--- src/design/rbv_pkg.sv ---
// ----------------------------------------------------------------------------
// rbv_pkg: shared types and widths of the rigid-body velocity step
// Operand and product widths of the shared multiplier and the command and
// status bundles of the iterative divide / square-root unit.
// ----------------------------------------------------------------------------
`default_nettype none

package rbv_pkg;

	// Signed multiplier operands and product.
	localparam int MUL_W  = 34;
	localparam int PROD_W = 2 * MUL_W;

	// Divide / square-root unit: 64-bit dividend or radicand, 32-bit divisor.
	localparam int DSU_N_W = 64;
	localparam int DSU_D_W = 32;

	// Command from the sequencer to the divide / square-root unit.
	typedef struct packed {
		logic go;
		logic sqrt;
	} dsu_ctl_t;

	// Status back from the divide / square-root unit.
	typedef struct packed {
		logic busy;
		logic done;
	} dsu_stat_t;

endpackage

`default_nettype wire

--- src/design/rbv_mul.sv ---
// ----------------------------------------------------------------------------
// rbv_mul: shared signed multiplier
// One signed multiply per cycle with a registered product.
// ----------------------------------------------------------------------------
`default_nettype none

module rbv_mul import rbv_pkg::*; (
	input  wire logic                     clk,
	input  wire logic signed [MUL_W-1:0]  a,
	input  wire logic signed [MUL_W-1:0]  b,
	output logic signed      [PROD_W-1:0] p
);

	// Product register, read by the sequencer in the cycle after issue.
	always_ff @(posedge clk) begin
		p <= a * b;
	end

endmodule

`default_nettype wire

--- config.mk ---
export PLATFORM = sky130hd
export DESIGN_NAME = rbv_mul
export DESIGN_NICKNAME = d
export VERILOG_FILES = /design/src/design/rbv_pkg.sv /design/src/design/rbv_mul.sv
export SDC_FILE = /design/constraint.sdc
export NUM_CORES = 2
export LEC_CHECK = 0
export ABC_AREA = 1
export CORE_MARGIN = 8
export CORE_UTILIZATION = 50
export CTS_CLUSTER_DIAMETER = 80
export DETAILED_ROUTE_END_ITERATION = 6
export DONT_BUFFER_PORTS = 1
export PLACE_DENSITY = 0.77
export SYNTH_ARGS = -nofsm -noshare
export SYNTH_HDL_FRONTEND = slang
export SYNTH_SLANG_ARGS = --single-unit
--- constraint.sdc ---
create_clock -name clk -period 10.38 [get_ports clk]
set_clock_uncertainty 0.15 [all_clocks]
set_input_delay 0.519 -clock clk [delete_from_list [all_inputs] [get_ports clk]]
set_output_delay 0.519 -clock clk [all_outputs]
set_load 0.02 [all_outputs]
Yosys cells after proc, flatten, opt, wreduce, memory -nomap -nowiden
Cells that the tools add are included.
- $mul: 1
- operator list (operator ; count):
    $mul A34 B34 Y68 ; 1
- bits in registers: 68
- bits of input ports: 69
- output and inout bits: 68
- word-level logic and storage cells: 2

Longest topological paths before layout
- depth after elaboration: 1
- gate-level depth with buffers: 35

Worst setup path before layout
OpenSTA, ideal clock, no wires.
- kind: input to register
- start: input port a[33]
- end: register p[66]
- library setup time: 112 ps
- arrival time: 7230 ps
- required time: 10118 ps
- path slack: 2888 ps
- cell stages on the path: 24
- buffers on the path: 2
- cell sequence: clkbuf_1 > clkbuf_1 > nand2_1 > inv_1 > fa_1 > fa_1 > fa_1 > fa_1 > inv_1 > fa_1 > fa_1 > inv_1 > fa_1 > fa_1 > ha_1 > nand2_1 > nor2_1 > inv_1 > nor2_2 > nand2_1 > nor3_1 > nand2_2 > nand3_1 > nand2_1
- word-level cells in the longest chain between the ends: 1
- ends and longest elaborated chain (item ; line ; RTL):
    start: declaration ; rbv_mul.sv:9 ; input wire logic signed [MUL_W-1:0] a,
    $mul A34 B34 Y68 ; rbv_mul.sv:16 ; p <= a * b;
    end signal: assignment ; rbv_mul.sv:16 ;
    end: declaration ; rbv_mul.sv:11 ; output logic signed [PROD_W-1:0] p
Every way passes these cells.

Worst setup path after layout
- start: input port b[1]
- end: register p[62]
- word-level cells in the longest chain between the ends: 1
- ends and longest elaborated chain (item ; line ; RTL):
    start: declaration ; rbv_mul.sv:10 ; input wire logic signed [MUL_W-1:0] b,
    $mul A34 B34 Y68 ; rbv_mul.sv:16 ;
Every way passes these cells.

==> results.md <==
- The classification of the worst-slack hold path is in -> reg.
- The routing layer with the top usage in global route is met2.
- The number of different library cells used by synthesis comes to 32.
- The die covers 102000 um^2.
- Dividing the detail-routed via count by the number of cells gives 5.05.
- The initial utilization of the core area, before any placement, comes to 50.4%.
- STA puts the critical path data arrival time at 7740 ps.
- For this run, global-route usage on met3 was measured as 3.57%.
- Synthesis inferred 68 register bits.
- The clock period could shrink to 7640 ps.
- The worst hold path begins at a[0].
- The hold violation count in the final report is 0.
- The floorplan step set the die height to 320 um.
- The routability congestion estimate is 0.998.
- Counting flops with a built-in enable in the synthesized netlist gives 0.
- Yosys attributes the largest share of cell area to sky130_fd_sc_hd__fa_1 54%, sky130_fd_sc_hd__inv_1 17%, sky130_fd_sc_hd__nand2_1 13%.
- Synthesis produced a netlist with a net count of 7486.
- Setup repair after global routing left no endpoint under its margin.
- The setup path with the least slack is of type in -> reg.
- The floorplan step defined a core boundary enclosing 91700 um^2.
- For the worst setup path, the data required time is 10470 ps.
- Max-cap violations in this run came to 0.
- The detail route stage leaves a number of antenna-violating nets equal to 0.
- The floorplan step set the die width to 320 um.
- The global-route met1 utilization is 28.6%.
- The number of buffers inserted for hold repair after clock tree synthesis is 0.
- The sequential share of the synthesized area is 2.95%.
- Yosys instantiated no cell more often than sky130_fd_sc_hd__inv_1.
- The multi-input combinational cells in the finished layout cover a total of 35900 um^2.
- The fraction of layout cells with a size suffix above 1 is 1.40%.
- The global-route congestion overflow total is 0.
- The mapped netlist covers 46200 um^2.
- The detailed router finished its first iteration with 2597 violations.
- In the synthesized netlist, the cells that appear most often are 2116 x sky130_fd_sc_hd__inv_1, 1661 x sky130_fd_sc_hd__nand2_1, 1241 x sky130_fd_sc_hd__fa_1, 269 x sky130_fd_sc_hd__clkbuf_1, 204 x sky130_fd_sc_hd__ha_1.
- The repair_antennas step left the layout with diodes totalling 0.
- The number of setup buffers added after CTS is 0.
- Entering global routing, the biggest net connects 36 pins.
- The number of buffers inserted during clock tree synthesis is 9.
- TritonCTS built the clock tree.
- The predominant post-synthesis flop cell is sky130_fd_sc_hd__dfxtp_1.
- After synthesis, the share of flip-flops with an asynchronous set or reset is 0%.
- The clock net in this run drives a total of 68 sinks.
- The via count of the first global-routing pass is 39600.
- After technology mapping, the gate count stands at 5972.
- The number of cells in the finished layout apart from fillers is 6906.
- The critical path startpoint category is an input pin.
- 137 I/O pins were placed.
- The first-pass iteration count of the detailed router is 6.
- The routed layout has 34900 vias.
- The setup violation total in the final timing report is 0.
- The DRC violation count after routing is 0.
- Including well taps, the total number of placed cells is 6890.
- The max-slew violation count came to 0.
- The worst path uses 73.6% of the clock period.
- After floorplanning, the core was divided into 111 placement rows.
- The footprint of the flip-flops and latches is 1360 um^2.
- The cell taking the most area after synthesis is sky130_fd_sc_hd__fa_1.
- The initial antenna violation count was 0.
- The run finished with clean final reports.
- The area growth from synthesis to final layout is 1.71%.
- Global routing used 25.1% of the available tracks across all layers.
- The highest net fanout along the worst path is 34.
- The path with the worst hold slack has its endpoint at p[0]$_DFF_P_.
- The average instance in the mapped netlist occupies 7.74 um^2.
- The worst hold path passes through 2 cells.
- The depth of the CTS H-tree is 3.
- The count of buffers from port buffering is 0.
- The area share of the leading cell type in the synthesized netlist is 53.7%.
- The worst relative slew slack is 26.1%.
- In the final layout, the registers with the most flip-flops are p (68).
- The type of element capturing the critical path is a flop.
- The tree is rooted in a sky130_fd_sc_hd__clkbuf_16.
- Cells fill 51.3% of the core in the end.
- The met2 track demand over resource is 46.0%.
- The register with the most flip-flops in the layout has 68 of them.
- Clock-pin slew was measured on the worst setup and hold paths at 70 ps.
- The first-pass GRT wire length is 205000 um.
- The clock passes through at most 2 buffers.
- The HPWL reported at the end of detailed placement is 103000 um.
- During synthesis, Yosys emitted a total of 0 warnings.
- The routed length per instance is 17.8 um.
- The filler cells instantiated in the layout total 8559.
- For this block, the routed nets add up to 123000 um of wire.
- For the pin with the worst max-slew slack, the measured transition is 1110 ps.
- p holds more flip-flops than any other register.
- Gates resized during post-CTS repair numbered 0.
- For the final routed database, the setup TNS stands at 0 ps.
- The top achievable clock speed is 131 MHz.
- The number of nets at the end of the flow is 7229.
==> critical path, cell delays in order <==
cell and delay [ps]:
sky130_fd_sc_hd__nand2_1 110, sky130_fd_sc_hd__inv_1 100, sky130_fd_sc_hd__fa_1 600, sky130_fd_sc_hd__fa_1 570
sky130_fd_sc_hd__fa_1 940, sky130_fd_sc_hd__fa_1 1050, sky130_fd_sc_hd__inv_1 230, sky130_fd_sc_hd__fa_1 510
sky130_fd_sc_hd__fa_1 550, sky130_fd_sc_hd__inv_1 60, sky130_fd_sc_hd__fa_1 570, sky130_fd_sc_hd__fa_1 440
sky130_fd_sc_hd__ha_1 410, sky130_fd_sc_hd__nand2_1 120, sky130_fd_sc_hd__nor2_1 150, sky130_fd_sc_hd__inv_1 90
sky130_fd_sc_hd__nor3_2 160, sky130_fd_sc_hd__nand2_1 110, sky130_fd_sc_hd__nor3_1 150, sky130_fd_sc_hd__nand2_1 110
sky130_fd_sc_hd__nand3_1 90, sky130_fd_sc_hd__nand2_1 60
==> placed cells by master, fill, tap and decap left out, drive strengths merged <==
master,synthesis,layout
inv,2119,2121
nand2,1683,1683
fa,1241,1241
ha,204,204
nor2,124,124
nand3,77,77
dfxtp,68,68
a21oi,63,63
xor2,33,33
nor3,22,22
nand4,19,19
o21ai,19,19
o21bai,11,11
clkbuf,269,9
or2,8,8
clkinv,0,4
nand3b,3,3
buf,2,3
xnor2,2,2
nor4,1,1
a21o,1,1
o21a,1,1
nand2b,1,1
and2,1,1
bufinv,0,1
==> per-layer routing <==
| layer | routed length (um) | vias up | part of all wire (%) |
|---|---|---|---|
| li1 | - | 15500 | - |
| met1 | 43800 | 17600 | 36 |
| met2 | 64100 | 1431 | 52 |
| met3 | 8410 | 413 | 6.8 |
| met4 | 6950 | 0 | 5.6 |
| met5 | 0 | - | 0 |
==> metrics by stage <==
| step | cell area [um^2] | hold WS (ps) | worst slack, ps |
|---|---|---|---|
| 6_report | 47000 | 135 | 2740 |
| 3_5_place_dp | 46700 | 487 | 2350 |
| 2_1_floorplan | 46200 | 648 | 2890 |
| 5_1_grt | 47000 | 144 | 2230 |
| 4_1_cts | 47000 | 134 | 2710 |
| 3_3_place_gp | 46700 | 471 | 2490 |
==> kinds of logic after synthesis <==
group                      count (synthesis)  synth area share, %
AOI/OAI and AO/OA                         95                 1.13
buffers and inverters                   2390                 19.4
DFF                                       68                 2.95
xor gates and xnor gates                  35                0.663
adders and majority gates               1445                 59.3
and+or+nand+nor                         1939                 16.6
==> area by class of cell <==
class	count	share of cell area [%]
multi-input cells	3514	76.3
repair buffers	3	0.0479
clock inverters	7	0.160
flip-flops and latches	68	2.90
well taps	1186	3.16
clock buffers	9	0.479
inverters	2119	16.9
==> worst max path at each step <==
stage / depth (start not counted) / startpoint / endpoint / slack (ps)
6_report: 22 / b[1] / p[62]$_DFF_P_ / 2740
3_5_place_dp: 22 / a[33] / p[62]$_DFF_P_ / 2350
3_3_place_gp: 23 / a[33] / p[65]$_DFF_P_ / 2490
5_1_grt: 22 / b[1] / p[59]$_DFF_P_ / 2230
2_1_floorplan: 24 / a[33] / p[66]$_DFF_P_ / 2890
4_1_cts: 22 / a[33] / p[57]$_DFF_P_ / 2710
Power is left out: the tool's default activity adds up to more than one toggle a clock period on the data nets, which glitch-free logic cannot reach.
