$ cat src/design/rbv_pkg.sv
// ----------------------------------------------------------------------------
// rbv_pkg: shared types and widths of the rigid-body velocity step
// Operand and product widths of the shared multiplier and the command and
// status bundles of the iterative divide / square-root unit.
// ----------------------------------------------------------------------------
`default_nettype none

package rbv_pkg;

	// Signed multiplier operands and product.
	localparam int MUL_W  = 34;
	localparam int PROD_W = 2 * MUL_W;

	// Divide / square-root unit: 64-bit dividend or radicand, 32-bit divisor.
	localparam int DSU_N_W = 64;
	localparam int DSU_D_W = 32;

	// Command from the sequencer to the divide / square-root unit.
	typedef struct packed {
		logic go;
		logic sqrt;
	} dsu_ctl_t;

	// Status back from the divide / square-root unit.
	typedef struct packed {
		logic busy;
		logic done;
	} dsu_stat_t;

endpackage

`default_nettype wire

$ cat src/design/rbv_dsu.sv
// ----------------------------------------------------------------------------
// rbv_dsu: iterative divide and square-root unit
// Signed 64-bit by unsigned 32-bit division truncated toward zero, one
// quotient bit per cycle, or a 64-bit integer square root, two radicand bits
// per cycle. Results stay valid until the next command.
// ----------------------------------------------------------------------------
`default_nettype none

module rbv_dsu import rbv_pkg::*; (
	input  wire logic                      clk,
	input  wire logic                      arst_n,
	input  wire dsu_ctl_t                  ctl,
	input  wire logic        [DSU_N_W-1:0] dividend,
	input  wire logic        [DSU_D_W-1:0] divisor,
	output dsu_stat_t                      stat,
	output logic signed      [DSU_N_W-1:0] quotient,
	output logic             [DSU_D_W-1:0] root
);

	localparam int DIV_STEPS  = DSU_N_W;
	localparam int SQRT_STEPS = DSU_N_W / 2;
	localparam int CNT_W      = $clog2(DIV_STEPS + 1);
	localparam int REM_W      = DSU_D_W + 3;

	logic                busy_q;
	logic                done_q;
	logic                sqrt_q;
	logic                neg_q;
	logic [CNT_W-1:0]    cnt_q;
	logic [DSU_N_W-1:0]  n_q;
	logic [REM_W-1:0]    rem_q;
	logic [DSU_D_W-1:0]  root_q;
	logic [DSU_D_W-1:0]  d_q;

	logic [DSU_N_W-1:0]  dividend_mag;
	logic [DSU_D_W:0]    div_rs;
	logic                div_ge;
	logic [REM_W-1:0]    sq_rs;
	logic [REM_W-1:0]    sq_trial;
	logic                sq_ge;

	// Magnitude of the signed dividend.
	assign dividend_mag = dividend[DSU_N_W-1] ? (~dividend + 1'b1) : dividend;

	// Restoring division step: bring down one dividend bit.
	assign div_rs = {rem_q[DSU_D_W-1:0], n_q[DSU_N_W-1]};
	assign div_ge = div_rs >= {1'b0, d_q};

	// Digit-by-digit square root step: bring down two radicand bits.
	assign sq_rs    = {rem_q[REM_W-3:0], n_q[DSU_N_W-1:DSU_N_W-2]};
	assign sq_trial = {1'b0, root_q, 2'b01};
	assign sq_ge    = sq_rs >= sq_trial;

	// Control: step counter, busy and a one-cycle done pulse.
	always_ff @(posedge clk or negedge arst_n) begin
		if (!arst_n) begin
			busy_q <= 1'b0;
			done_q <= 1'b0;
			cnt_q  <= '0;
		end else begin
			done_q <= 1'b0;
			if (ctl.go) begin
				busy_q <= 1'b1;
				cnt_q  <= ctl.sqrt ? CNT_W'(SQRT_STEPS) : CNT_W'(DIV_STEPS);
			end else if (busy_q) begin
				cnt_q <= cnt_q - 1'b1;
				if (cnt_q == CNT_W'(1)) begin
					busy_q <= 1'b0;
					done_q <= 1'b1;
				end
			end
		end
	end

	// Datapath: shift register, partial remainder and root.
	always_ff @(posedge clk) begin
		if (ctl.go) begin
			sqrt_q <= ctl.sqrt;
			neg_q  <= !ctl.sqrt && dividend[DSU_N_W-1];
			n_q    <= ctl.sqrt ? dividend : dividend_mag;
			d_q    <= divisor;
			rem_q  <= '0;
			if (ctl.sqrt) begin
				root_q <= '0;
			end
		end else if (busy_q) begin
			if (sqrt_q) begin
				rem_q  <= sq_ge ? (sq_rs - sq_trial) : sq_rs;
				root_q <= {root_q[DSU_D_W-2:0], sq_ge};
				n_q    <= {n_q[DSU_N_W-3:0], 2'b00};
			end else begin
				rem_q <= REM_W'(div_ge ? (div_rs - {1'b0, d_q}) : div_rs);
				n_q   <= {n_q[DSU_N_W-2:0], div_ge};
			end
		end
	end

	assign quotient  = neg_q ? $signed(~n_q + 1'b1) : $signed(n_q);
	assign root      = root_q;
	assign stat.busy = busy_q;
	assign stat.done = done_q;

endmodule

`default_nettype wire

$ cat config.mk
export PLATFORM = sky130hd
export DESIGN_NAME = rbv_dsu
export DESIGN_NICKNAME = d
export VERILOG_FILES = /design/src/design/rbv_pkg.sv /design/src/design/rbv_dsu.sv
export SDC_FILE = /design/constraint.sdc
export NUM_CORES = 1
export LEC_CHECK = 0
export BUFFER_PORTS_ARGS = -buffer_cell sky130_fd_sc_hd__buf_2
export CORE_MARGIN = 10
export CORE_UTILIZATION = 55
export DETAILED_ROUTE_END_ITERATION = 16
export GPL_TIMING_DRIVEN = 0
export HOLD_SLACK_MARGIN = 0.02
export PLACE_DENSITY = 0.83
export SETUP_SLACK_MARGIN = 0.15
export SKIP_CTS_REPAIR_TIMING = 1
export SLEW_MARGIN = 25
export SYNTH_ARGS = -nofsm -noshare
export SYNTH_HDL_FRONTEND = slang
export SYNTH_SLANG_ARGS = --single-unit
$ cat constraint.sdc
create_clock -name clk -period 11.1 [get_ports clk]
set_input_delay 1.665 -clock clk [delete_from_list [all_inputs] [get_ports clk]]
set_output_delay 1.665 -clock clk [all_outputs]
set_load 0.02 [all_outputs]
-- After elaboration in Yosys (flattened, before gate mapping)
Index checks and enable logic that the tools add are counted.
- bits in registers: 172
- input bits: 100
- output and inout bits: 98
- word-level logic and storage cells: 47
- add/sub/neg operators: 5
- magnitude comparators: 2
- equal/unequal tests: 2
- multiplexer cells: 22
- bitwise operators: 2
- reductions and logical operators: 5
- operators by type and width (cell ; count):
    $mux 64 ; 6
    $add 64x1->64 const B ; 2
    $mux 32 ; 4
    $not 64->64 ; 2
    $mux 33 ; 3
    $ge 35x34->1 ; 1
    $ge 33x32->1 ; 1
    $sub 33x32->33 ; 1
    $sub 33x33->33 ; 1
    $mux 7 ; 3
    $eq 7x1->1 const B ; 1
    $sub 7x1->7 const B ; 1
    $mux 1 ; 6
    $reduce_bool 2->1 ; 2
    $reduce_and 3->1 ; 1
    $ne 2x2->1 const B ; 1
    $logic_and 1x1->1 ; 1
    $logic_not 1->1 ; 1

-- Depth between registers and ports, before layout
Gate-level depths: netlist of the first run.
- word-level depth: 5
- depth in mapped cells: 15

-- Worst setup path before layout of the first run
No wires, ideal clock.
- path kind: register -> output
- start: register n_q[16]
- end: output port quotient[58]
- arrival: 3.679 ns
- setup slack: 5.756 ns
- stages on the path, launching flop included: 11
- path buffers: 0
- path through: edfxtp_1 -> or4_4 -> or4_1 -> or3_1 -> or2_4 -> or3_4 -> or4_4 -> nand2b_4 -> nand2b_4 -> o41ai_4 -> xnor2_1
- word-level cells in the longest chain between the ends: 3
- RTL lines (what ; RTL line ; text):
    start: declaration ; rbv_dsu.sv:30 ; logic [DSU_N_W-1:0] n_q;
    start signal: assignment ; rbv_dsu.sv:80 ; n_q <= ctl.sqrt ? dividend : dividend_mag;
    start signal: assignment ; rbv_dsu.sv:90 ; n_q <= {n_q[DSU_N_W-3:0], 2'b00};
    start signal: assignment ; rbv_dsu.sv:93 ; n_q <= {n_q[DSU_N_W-2:0], div_ge};
    $not 64->64 ; rbv_dsu.sv:98 ; assign quotient = neg_q ? $signed(~n_q + 1'b1) : $signed(n_q);
    $add 64x1->64 ; rbv_dsu.sv:98 ;
    $mux 64 ; rbv_dsu.sv:98 ;
    end: declaration ; rbv_dsu.sv:16 ; output logic signed [DSU_N_W-1:0] quotient,
Every way passes these cells.

-- Worst setup path after layout of the first run
- start: register n_q[16]
- end: output port quotient[57]
Same word-level chain as after synthesis.

==> results of run 1 <==
==> power by group <==
part	switching [mW]	total, mW	internal, mW	leakage, nW
clock	0.303	0.603	0.300	0.282
combinational	1.24	2.05	0.811	4.89
sequential	0.190	1.03	0.841	1.74
total	1.73	3.68	1.95	6.91
==> metal layers <==
metal  wire length [um]  global-route usage (%)
met5                 20                       0
met4               1906                   12.17
met3               4712                   5.834
met2              21810                   45.52
met1              17930                   32.63
==> layout make-up <==
type,instances,share of cell area (%)
Buffer,78,1.868
Clock buffer,17,2.614
Clock inverter,15,0.8996
Inverter,98,2.276
Multi-Input combinational cell,1306,54.19
Sequential cell,172,29.43
Tap cell,330,2.537
Timing Repair Buffer,198,6.182
==> cells by family (layout without fill, tap and decap cells) <==
logic type,count (synthesis),count (layout),synth area share (%)
adders and majority gates,71,71,6.280
AOI/OAI and AO/OA,459,459,20.81
muxes,91,91,6.464
and+or+nand+nor,506,506,17.17
DFF,172,172,33.58
buffers and inverters,176,406,4.710
xor gates and xnor gates,179,179,10.99
==> state kept, by name (all words and copies together), names as in the netlist <==
name and cells:
d_q 32, n_q 64, neg_q 1, rem_q 33, cnt_q 7, sqrt_q 1
root 32, done_q 1, busy_q 1
==> worst min-delay path, delay by kind of cell, from the launching register on <==
kind,cells,cell delay [ns]
DFF,1,0.37
and+or+nand+nor,2,0.12
==> layout by cell type (no fill, tap or decap), drive strengths merged, types with 6 or more instances in the layout <==
cell,n
or3,24
xor2,54
nor2,129
o211ai,23
o41ai,21
clkinv,6
a21o,24
o21a,8
o31a,6
clkbuf,72
ha,70
nor3,36
nand4,13
buf,221
nor4,14
mux2i,82
edfxtp,130
nor3b,7
dfrtp,9
nand2,167
a211oi,20
dfxtp,33
nand3,16
and3,8
a21oi,105
a31oi,13
o21ai,143
xnor2,125
mux2,9
inv,106
and2,10
nor2b,16
or2,10
a221o,6
nand2b,28
o21bai,6
o31ai,36
or4,13
==> worst max-delay path by stage <==
stage                        from            to  slack (ns)  cells after the start
after floorplan           n_q[16]  quotient[58]        5.76                     10
final                     n_q[16]  quotient[57]        4.63                     11
after detailed placement  n_q[15]  quotient[63]        5.21                     11
after global routing      n_q[16]  quotient[57]        4.48                     11
after CTS                 n_q[16]  quotient[57]        4.71                     11
after global placement    n_q[16]  quotient[57]        5.22                     11
==> per-stage QoR <==
step,worst slack [ns],std cells,utilization (%),hold slack [ns]
floorplan,5.756,1654,-,0.4649
global placement,5.217,2181,61.85,0.5088
detailed placement,5.209,2182,61.98,0.5100
CTS,4.707,2214,64.23,0.5196
global route,4.481,2214,64.25,0.5519
finish,4.635,2214,64.25,0.5284
==> impl_metrics.csv, run 1 <==
group,metric,value,unit
route,post_drt_wl_per_cell,20.94,um
layout,syn2layout_area_growth,14.08,%
floorplan,die_h,181.0,um
worst_setup_path,crit_arrival,4.80,ns
timing,hold_viol,0,
layout,fillers,2116,
power,peakVddDrop,0.0001247,V
route,drt-total-wl,46370,um
power,p_per_area,226.3,nW/um^2
layout,multi_input_area,8818,sq um
synthesis,synth_top_area_share,27.37,%
worst_setup_path,worst_r2r_path_depth,13,
global_routing,grtUsageTotal,27.10,%
timing,worst-slew-pin-transition,1.015,ns
synthesis,synth_warnings,0,
floorplan,die-area,32780,sq um
layout,postLayoutCellArea,16270,sq um
timing,skew,0.01125,ns
route,drtAntennaViolNets,0,
worst_setup_path,crit_buf_inv,1,
timing,fmax,154.7,MHz
synthesis,yosysSeqAreaShare,33.58,%
synthesis,ys_seq_elements,172,
floorplan,core_area,25330,sq um
route,viasPerCell,6.298,
timing,relSlewSlack,32.34,%
synthesis,synthCells,1654,
placed_design,dp_hpwl,36150,um
clock_tree,numCtsBuffers,17,
worst_setup_path,max_stage_delay,0.59,ns
synthesis,synthTopCellsByCount,"nand2_1, o21ai_0, edfxtp_1, nor2_1, xnor2_1",
synthesis,syn_nets,1825,
worst_setup_path,startpoint_type,"register",
min_path,min_to,"rem_q[1]",
synthesis,avgSynthCellArea,8.625,sq um
synthesis,synthTopCellsByArea,"edfxtp_1, xnor2_1, ha_1",
layout,drive_gt1_share,14.49,%
min_path,holdPathStages,2,
placed_design,numPortBuffers,197,
synthesis,yosys.cell_count.top_type,"nand2_1",
clock_tree,cts_root_buf,"clkbuf_16",
synthesis,synth_top_area_cell,"edfxtp_1",
global_routing,grt_antenna_before_repair,2,
worst_setup_path,r2r_slack,6.52,ns
layout,seqCellArea,4790,sq um
synthesis,synthArstFlopShare,5.233,%
placed_design,postPlaceCellArea,15700,sq um
layout,diodes,0,
status,outcome,"completed",
clock_tree,clkLatencyLatePin,0.45,ns
route,drtIter0Drc,1736,
synthesis,synth_ff_type,"edfxtp_1",
floorplan,num_io_pins,198,
worst_setup_path,required,9.44,ns
route,vias,13944,
layout,final_nets,2042,
global_routing,grt_pass1_vias,13633,
synthesis,synth_edf_count,130,
clock_tree,cts_tree,"yes",
placed_design,finalWeightedCongestion,0.9774,
route,remaining_drc_errors,0,
worst_setup_path,cp_slowest_cell,"or4_4",
power,leakagePower,6.911,nW
worst_setup_path,path_class,"register to primary output",
synthesis,yosysUniqueCellTypes,73,
global_routing,grt_pass1_wl,72520,um
worst_setup_path,cpLargestDelayFamily,"simple AND/OR/NAND/NOR gates",
worst_setup_path,reg2reg_to,"rem_q[25]",
min_path,worstHoldStart,"rem_q[1]",
floorplan,initial_core_util,56.32,%
power,fin_total_pwr,3.682,mW
floorplan,rows,58,
clock_tree,clockBufferDepth,2,
global_routing,grt_overflow,0,
route,drt-pass1-iter-count,6,
worst_setup_path,reg2reg_from,"rem_q[22]",
timing,finalSetupTns,0,ns
global_routing,grt_max_degree,44,
timing,finalSetupViolations,0,
synthesis,netlist_area,14260,sq um
clock_tree,h-tree-depth,4,
run,max_cap_violations,0,
clock_tree,cts_sinks,172,
worst_setup_path,crit_chain,"or4_4 > or4_1 > or3_1 > or3_1 > or2_2 > nor4_1 > and2_1 > nand2_1 > o41ai_2 > xnor2_1 > buf_2",
min_path,hold_path_class,"register to register",
floorplan,die_w,181.0,um
timing,grt_setup_unrepaired,"no",
clock_tree,clk_pin_slew,0.08,ns
timing,maxSlewViolCount,0,
worst_setup_path,end_kind,"primary output",
worst_setup_path,crit_path_frequent_cell,"or3_1",
worst_setup_path,path_max_fanout,4,
timing,min_period_over_period,58.24,%
timing,period_needed,6.465,ns
Note: power is estimated with default switching activity, not from simulation.
==> inputs of run 2 (changes only) <==
clock period = 6 ns   (was 11.1 ns; I/O delays follow)
==> impl_metrics.csv, run 2 (synthesis gave the netlist of run 1 again) <==
group,metric,value,unit
status,outcome,"completed",
floorplan,die_h,181.0,um
worst_setup_path,worst_r2r_path_depth,13,
timing,finalSetupViolations,0,
global_routing,grt_overflow,0,
timing,min_period_over_period,92.34,%
clock_tree,cts_tree,"yes",
worst_setup_path,crit_path_frequent_cell,"or3_1",
worst_setup_path,reg2reg_from,"rem_q[22]",
worst_setup_path,end_kind,"primary output",
route,wl_met2,21830,um
timing,relSlewSlack,31.98,%
layout,final_core_util,64.29,%
route,wl_met3,4692,um
route,viasPerCell,6.244,
clock_tree,clk_pin_slew,0.08,ns
placed_design,numPortBuffers,197,
placed_design,postPlaceCellArea,15700,sq um
worst_setup_path,startpoint_type,"register",
timing,fmax,180.5,MHz
clock_tree,h-tree-depth,4,
route,drt-pass1-iter-count,6,
min_path,hold_path_class,"input pin to asynchronous set/reset pin",
clock_tree,numCtsBuffers,17,
timing,worst-slew-pin-transition,1.020,ns
power,peakVddDrop,0.0002290,V
floorplan,die-area,32780,sq um
layout,largest_reg_flops,64,
timing,maxSlewViolCount,0,
worst_setup_path,max_stage_delay,0.59,ns
power,fin_total_pwr,6.808,mW
clock_tree,clockBufferDepth,2,
layout,final_nets,2042,
layout,layout_commonest_cell,"buf_2",
worst_setup_path,reg2reg_to,"rem_q[25]",
route,drt-total-wl,46280,um
worst_setup_path,r2r_slack,1.47,ns
timing,finalSetupTns,0,ns
layout,postLayoutCellArea,16280,sq um
route,post_drt_wl_per_cell,20.89,um
layout,drive_gt1_share,14.54,%
floorplan,rows,58,
worst_setup_path,crit_arrival,4.64,ns
placed_design,dp_hpwl,36150,um
worst_setup_path,path_class,"register to primary output",
clock_tree,cts_root_buf,"clkbuf_16",
layout,final_cell_mix,"buf_2, nand2_1, o21ai_0",
route,remaining_drc_errors,0,
floorplan,core_area,25330,sq um
global_routing,grt_antenna_before_repair,2,
layout,largestRegisters,"n_q (64), rem_q (33)",
worst_setup_path,crit_path_end,"quotient[57]",
floorplan,initial_core_util,56.32,%
power,leakagePower,6.911,nW
run,max_cap_violations,0,
worst_setup_path,cp_slowest_cell,"or4_4",
clock_tree,cts_sinks,172,
floorplan,num_io_pins,198,
global_routing,grt_pass1_vias,13635,
timing,grt_setup_unrepaired,"no",
timing,hold_viol,0,
route,routedLengthMet1,17950,um
floorplan,die_w,181.0,um
route,drtIter0Drc,1542,
placed_design,finalWeightedCongestion,0.9774,
global_routing,grt_max_degree,44,
route,vias,13831,
worst_setup_path,cp-startpoint,"n_q[16]",
timing,skew,0.01231,ns
route,drtAntennaViolNets,0,
route,topRoutingLayerUsed,"met5",
global_routing,grt_pass1_wl,72520,um
power,p_per_area,418.1,nW/um^2
timing,holdWs,0.2882,ns
clock_tree,clkLatencyLatePin,0.45,ns
worst_setup_path,path_max_fanout,4,
timing,period_needed,5.540,ns
layout,syn2layout_area_growth,14.14,%
layout,top_register,"n_q",
global_routing,grtUsageTotal,27.10,%
worst_setup_path,crit_chain,"or4_4 > or4_1 > or3_1 > or3_1 > or2_2 > nor4_2 > and2_1 > nand2_1 > o41ai_2 > xnor2_1 > buf_2",
worst_setup_path,required,5.10,ns
==> run 2: cell count changes in the layout (fill, tap and decap cells not counted) <==
cell,before,now
diode_2,0,1
nor4_1,14,13
nor4_2,0,1
==> run 2: worst max-delay path, delay by kind of cell, from the launching register on <==
| kind | cells | cell delay (ns) |
|---|---|---|
| AOI/OAI and AO/OA | 1 | 0.35 |
| DFF | 1 | 0.48 |
| buffers and inverters | 1 | 0.23 |
| and+or+nand+nor | 8 | 2.90 |
| xor gates and xnor gates | 1 | 0.22 |
==> run 2: worst min path at each step <==
stage | startpoint | to | slack, ns | depth (start not counted)
6_report | arst_n | cnt_q[0] | 0.29 | 1
2_1_floorplan | rem_q[1] | rem_q[1] | 0.46 | 2
4_1_cts | arst_n | cnt_q[4] | 0.29 | 1
3_3_place_gp | rem_q[1] | rem_q[1] | 0.51 | 2
3_5_place_dp | rem_q[1] | rem_q[1] | 0.51 | 2
5_1_grt | arst_n | cnt_q[2] | 0.30 | 1
==> run 2: cell type report <==
type | instances | area, sq um
fill | 2114 | 9045
multi-input combinational | 1306 | 8825
sequential | 172 | 4790
timing repair buffer | 198 | 1006
clock buffer | 17 | 425.4
tap | 330 | 412.9
inverter | 98 | 370.4
buffer | 78 | 304.0
clock inverter | 15 | 146.4
antenna | 1 | 2.502
==> run 2: per-layer routing <==
metal  GRT usage, %  vias to the layer above
li1               -                     6465
met1          32.63                     6435
met2          45.52                      794
met3          5.834                      135
met4          12.17                        2
met5              0                        -
==> run 2: where the power goes <==
| group | total, mW | switching (mW) | internal (mW) |
|---|---|---|---|
| Combinational | 3.79 | 2.29 | 1.50 |
| Clock | 1.11 | 0.557 | 0.555 |
| Sequential | 1.91 | 0.353 | 1.56 |
==> run 2: metrics by stage <==
step	std cells	setup slack [ns]
floorplan	1654	1.421
global placement	2181	0.8822
detailed placement	2182	0.8745
CTS	2214	0.3716
global route	2214	0.3199
finish	2215	0.4598
